`src/design/wls_pkg.sv`:
```
// Package for the 1D leapfrog wave stepper: item structs, codes, states,
// the control struct between sequencer and datapath, and saturation.
// Depends on nothing; every other design file imports it.
package wls_pkg;

    localparam int MESH_CELLS = 64;
    localparam int MIN_CELLS  = 3;
    localparam int IDX_W      = $clog2(MESH_CELLS);
    localparam int CNT_W      = $clog2(MESH_CELLS + 1);
    localparam int VAL_W      = 32;
    localparam int SPD_W      = 16;
    localparam int CFG_IDX_W  = 3;
    localparam int CFG_DATA_W = 32;

    localparam logic CMD_LOAD = 1'b0;
    localparam logic CMD_STEP = 1'b1;

    localparam logic [1:0] MODE_DIRICHLET = 2'd0;
    localparam logic [1:0] MODE_NEUMANN   = 2'd1;
    localparam logic [1:0] MODE_MUR       = 2'd2;

    localparam logic [CFG_IDX_W-1:0] REG_CELLS_IN_USE = 3'd0;
    localparam logic [CFG_IDX_W-1:0] REG_COURANT_SQ   = 3'd1;
    localparam logic [CFG_IDX_W-1:0] REG_TIME_STEP    = 3'd2;
    localparam logic [CFG_IDX_W-1:0] REG_MUR_RATIO    = 3'd3;
    localparam logic [CFG_IDX_W-1:0] REG_LEFT_MODE    = 3'd4;
    localparam logic [CFG_IDX_W-1:0] REG_RIGHT_MODE   = 3'd5;

    typedef struct packed {
        logic                    command;
        logic [IDX_W-1:0]        cell_index;
        logic signed [VAL_W-1:0] displacement;
        logic signed [VAL_W-1:0] initial_velocity;
        logic [SPD_W-1:0]        node_speed_sq;
    } t_in_item;

    typedef struct packed {
        logic [IDX_W-1:0]        out_index;
        logic signed [VAL_W-1:0] new_value;
        logic                    last;
    } t_out_item;

    typedef enum logic [3:0] {
        ST_IDLE,
        ST_PRIME,
        ST_LOAD0,
        ST_FETCH,
        ST_MUL,
        ST_FLUX,
        ST_SCALE,
        ST_SUM,
        ST_SAT,
        ST_MUR0,
        ST_MUR1,
        ST_MUR2,
        ST_EMIT
    } t_state;

    typedef struct packed {
        logic prime;
        logic mul;
        logic flux;
        logic scale;
        logic sum;
        logic sat;
        logic zero_nv;
        logic mur0;
        logic mur1;
        logic load_mur;
        logic keep_prev;
        logic shift;
        logic first;
        logic mir_left;
        logic mir_right;
        logic mur_right;
    } t_calc_ctl;

    function automatic logic signed [VAL_W-1:0] sat32(input logic signed [47:0] v);
        logic signed [VAL_W-1:0] res;
        if (v > 48'sd2147483647) begin
            res = 32'sh7FFFFFFF;
        end else if (v < -48'sd2147483648) begin
            res = 32'sh80000000;
        end else begin
            res = v[VAL_W-1:0];
        end
        return res;
    endfunction

endpackage

```
`src/design/wls_ram.sv`:
```
// Single-port-write, single-port-read memory with a registered read.
// Depth comes from wls_pkg; the word width is a parameter.
module wls_ram
    import wls_pkg::*;
#(
    parameter int WIDTH = 32
) (
    input  logic             i_clk,
    input  logic             i_we,
    input  logic [IDX_W-1:0] i_waddr,
    input  logic [WIDTH-1:0] i_wdata,
    input  logic [IDX_W-1:0] i_raddr,
    output logic [WIDTH-1:0] o_rdata
);

    logic [WIDTH-1:0] r_mem [MESH_CELLS];
    logic [WIDTH-1:0] r_rdata;

    always_ff @(posedge i_clk) begin
        if (i_we) begin
            r_mem[i_waddr] <= i_wdata;
        end
        r_rdata <= r_mem[i_raddr];
    end

    assign o_rdata = r_rdata;

endmodule

```
`config.mk`:
```
export PLATFORM = sky130hd
export DESIGN_NAME = wls_ram
export DESIGN_NICKNAME = d
export VERILOG_FILES = /design/src/design/wls_pkg.sv /design/src/design/wls_ram.sv
export SDC_FILE = /design/constraint.sdc
export NUM_CORES = 2
export LEC_CHECK = 0
export BUFFER_PORTS_ARGS = -buffer_cell sky130_fd_sc_hd__buf_2
export CORE_MARGIN = 5
export CORE_UTILIZATION = 63
export DETAILED_ROUTE_END_ITERATION = 12
export HOLD_SLACK_MARGIN = 0.03
export PLACE_DENSITY = 0.86
export SYNTH_ARGS = -nofsm -noshare
export SYNTH_HDL_FRONTEND = slang
export SYNTH_SLANG_ARGS = --single-unit
```
`constraint.sdc`:
```
create_clock -name i_clk -period 3.68 [get_ports i_clk]
set_input_delay 0 -clock i_clk [delete_from_list [all_inputs] [get_ports i_clk]]
set_output_delay 0 -clock i_clk [all_outputs]
set_load 0.01 [all_outputs]
```
==> Word-level counts from Yosys, hierarchy flattened <==
Memories as Yosys holds them, arrays and structs flattened. A register that Yosys moved wholly into a read port is not among the register bits.
Index checks and enable logic that the tools add are counted.
{ "totals": {"register_bits": 0, "ramBits": 2048, "elab_cells": 3, "memories": 1} }
{ "mem_list": {"columns": ["memory", "words", "width", "rd", "rd_clocked_by_memory_dff", "write_ports", "line_no", "source"], "rows": [
  ["r_mem", 64, 32, 1, 1, 1, "wls_ram.sv:16", "logic [WIDTH-1:0] r_mem [MESH_CELLS];"]
]} }
{ "classes": {"n_mux": 2} }
{ "op_table": {"columns": ["cell", "count"], "rows": [
  ["two-way mux 1 bit", 2]
]} }

==> Depth between registers and ports, before layout <==
{ "logic_depth": {"ltp_word": 2, "mapped_depth": 10, "depth_no_buf": 5} }

==> Least setup slack after synthesis <==
OpenSTA, ideal clock, no wires.
{ "synth_timing": {"path_kind": "input -> register", "start": "in i_waddr[3]", "end": "mem r_mem[48][0] (enable)", "arrival_time_ps": 2699, "required_ps": 3219, "path_slack_ps": 520, "path_stages": 4, "path_buffers": 1, "path_cell_list": "clkbuf_1 nor2b_1 nand4b_1 nor3_1"} }
{ "synth_rtl": {"columns": ["item", "line_no", "source"], "rows": [
  ["start, declared", "wls_ram.sv:10", "input logic [IDX_W-1:0] i_waddr,"],
  ["end, declared", "wls_ram.sv:16", null]
]} }
Straight into the memory's write port.

==> results.cfg <==
[drt]
wire_per_inst_um = 43.84
drc = 0
routed_via_density = 7.819
drt-total-wl_um = 237700
vias = 42400
first_iter_violations = 8534
first_pass_iters = 7
ant_nets = 0

[yosys]
seq_area_frac_synth = 0.7914
synth.mux.area_fraction = 0.1679
yosysWarnings = 0
synth_area_mm2 = 0.07852
yosysTopAreaCellShare = 0.7833
ys_top_cells_by_area = edfxtp_1 (78%), mux4_2 (16%), mux2i_1 (1.2%)
synth_fa_ha_area_frac = 0
ys.flop_type = edfxtp_1
synth_cells = 3324
synth_area_leader_cell = edfxtp_1
syn-num-nets = 3370
synth_top_family_by_area = multiplexers
synth_edf_count = 2048
synth_compound_area_frac = 0.01673
ys_ff_latch = 2080
yosys.area_share.simple = 0.01265
ys_async_sr_fraction = 0
synthXorXnorAreaFrac = 0
avgSynthCellArea_um2 = 23.62
netlist-cell-type-count = 34

[floorplan]
fp.dieH_um = 363.0
boundaryPins = 78
initial_utilization = 0.6342
fp-row-count = 129
die_w_um = 363.0
fp.dieArea_mm2 = 0.1318
core_mm2 = 0.1238

[place]
dp_hpwl_um = 119900
gp_congestion = 0.8645
placed_cells = 5036
port_buffers = 77

[final_layout]
fin_util = 0.7159
fin_cells = 5422
final_nets = 3668
area_growth_pct = 12.88
nFillCells = 6177
multi_input_area_mm2 = 0.01597
seq_area_mm2 = 0.06214
drive_gt1_frac = 0.3012

[pwr]
vdd_drop_max_mv = 0.5831
p_leak_uw = 0.02776
powerDensity_mw_per_mm2 = 548.8

[clock_tree]
cts_buffers = 189
postCtsSetupBuffers = 0
cts_tree = built
cts_hold_buf = 30
clk_pin_slew_ps = 70
clockBufferDepth = 3
cts-resized-gates = 0
h-tree-depth = 4
cts.sinks = 2080
cts_root_buffer = clkbuf_16
clock_latency_ps = 830

[run]
maxCapViolCount = 0

[grt]
grt_use_met1 = 0.4519
grt_pass1_wl_um = 330600
grt_max_degree = 71
grt_usage = 0.3658
grt_pass1_vias = 42390
gr-total-overflow = 0
antenna_found_initial = 19
grt_use_met3 = 0.1054
grt_use_met2 = 0.5784
grt.busiest_layer = met2

[sta]
fmax_mhz = 366.0
rsz0062_at_grt = no
setup_tns_ps = 0
period_share = 0.7425
finalSetupViolCount = 0
slew_viol_final = 0
holdWs_ps = 28.14
finalCriticalPeriod_ps = 2732
tightest_slew_ps = 1450
slew_headroom = 0.03352
hold_viol = 0
fin_worst_skew_ps = 26.41

[worst_setup_path]
crit_type = in2reg
endpoint_kind = flop
cp.arrival_ps = 3410
start_kind = input pin
cp.required_ps = 4360
cp_max_fo = 45

[status]
outcome = finished clean

[hold_path]
hp-class = in2reg
cells in the final DEF (no fill, tap or decap), types with 32 or more instances in the layout:
cell type,count
edfxtp_1,2048
mux4_2,544
clkbuf_16,190
buf_4,149
mux2i_1,93
o22ai_1,84
nor2_1,75
buf_2,73
a21oi_1,62
nor2_4,62
clkbuf_1,46
clkinv_1,34
buf_12,33
clkinv_2,32
dfxtp_1,32
power breakdown:
group | switching (µW) | internal (µW)
Clock | 8990 | 10600
Combinational | 1760 | 934
Sequential | 153 | 26200
state kept, by name (all words and copies together), names as in the netlist:
| register | cells |
|---|---|
| o_rdata | 32 |
| r_mem | 2048 |
metal layers:
| metal | part of all wire | up-vias |
|---|---|---|
| met5 | 0.0010 | - |
| met4 | 0.089 | 22 |
| met3 | 0.14 | 1255 |
| met2 | 0.47 | 4998 |
| met1 | 0.29 | 21280 |
| li1 | - | 14850 |
cell usage after synthesis (7+ instances only):
library cell,count
a21oi_1,62
a22oi_1,12
a311oi_1,8
buf_1,21
buf_2,57
buf_4,25
clkbuf_1,74
dfxtp_1,32
edfxtp_1,2048
mux2i_1,93
mux4_2,544
nand2_1,26
nand2b_1,8
nor2_1,137
nor2b_1,15
nor3_1,7
o221ai_1,27
o22ai_1,84
through the flow:
stage          power, µW  setup WS [ps]  area (µm²)
3_3_place_gp       29220          691.8       82330
6_report           48640          947.6       88630
3_5_place_dp       29340          597.3       82330
2_1_floorplan      28070          520.2       78520
5_1_grt            49780           1009       88620
4_1_cts            48470           1180       88580
kinds of logic after synthesis:
logic type / count (synthesis)
muxes: 637
and+or+nand+nor: 223
buffers and inverters: 182
AOI/OAI and AO/OA: 202
DFF: 2080
critical path, cell delays in order:
cell           delay, ps
dlygate4sd3_1        530
buf_4                680
nand2_1              680
o22ai_1              390
nor2_1               220
a21oi_1              700
nor2_1               130
path summary, 6_finish.rpt:
check	start	to	slack, ps	cells past startpoint
max	i_raddr[3]	o_rdata[31]	950	7
min	i_wdata[23]	r_mem[20][23]	30	1
max reg2reg	r_mem[39][20]	o_rdata[20]	1190	5
min reg2reg	r_mem[12][20]	o_rdata[20]	750	4
cell type report:
class | count | share of cell area
Multi-Input combinational cell | 1062 | 0.1802
Clock inverter | 98 | 0.009600
Antenna cell | 7 | 0.0001976
Clock buffer | 249 | 0.05761
Sequential cell | 2080 | 0.7011
Tap cell | 1637 | 0.02311
Timing Repair Buffer | 289 | 0.02821
No activity file was read; power rests on OpenSTA's default activity.
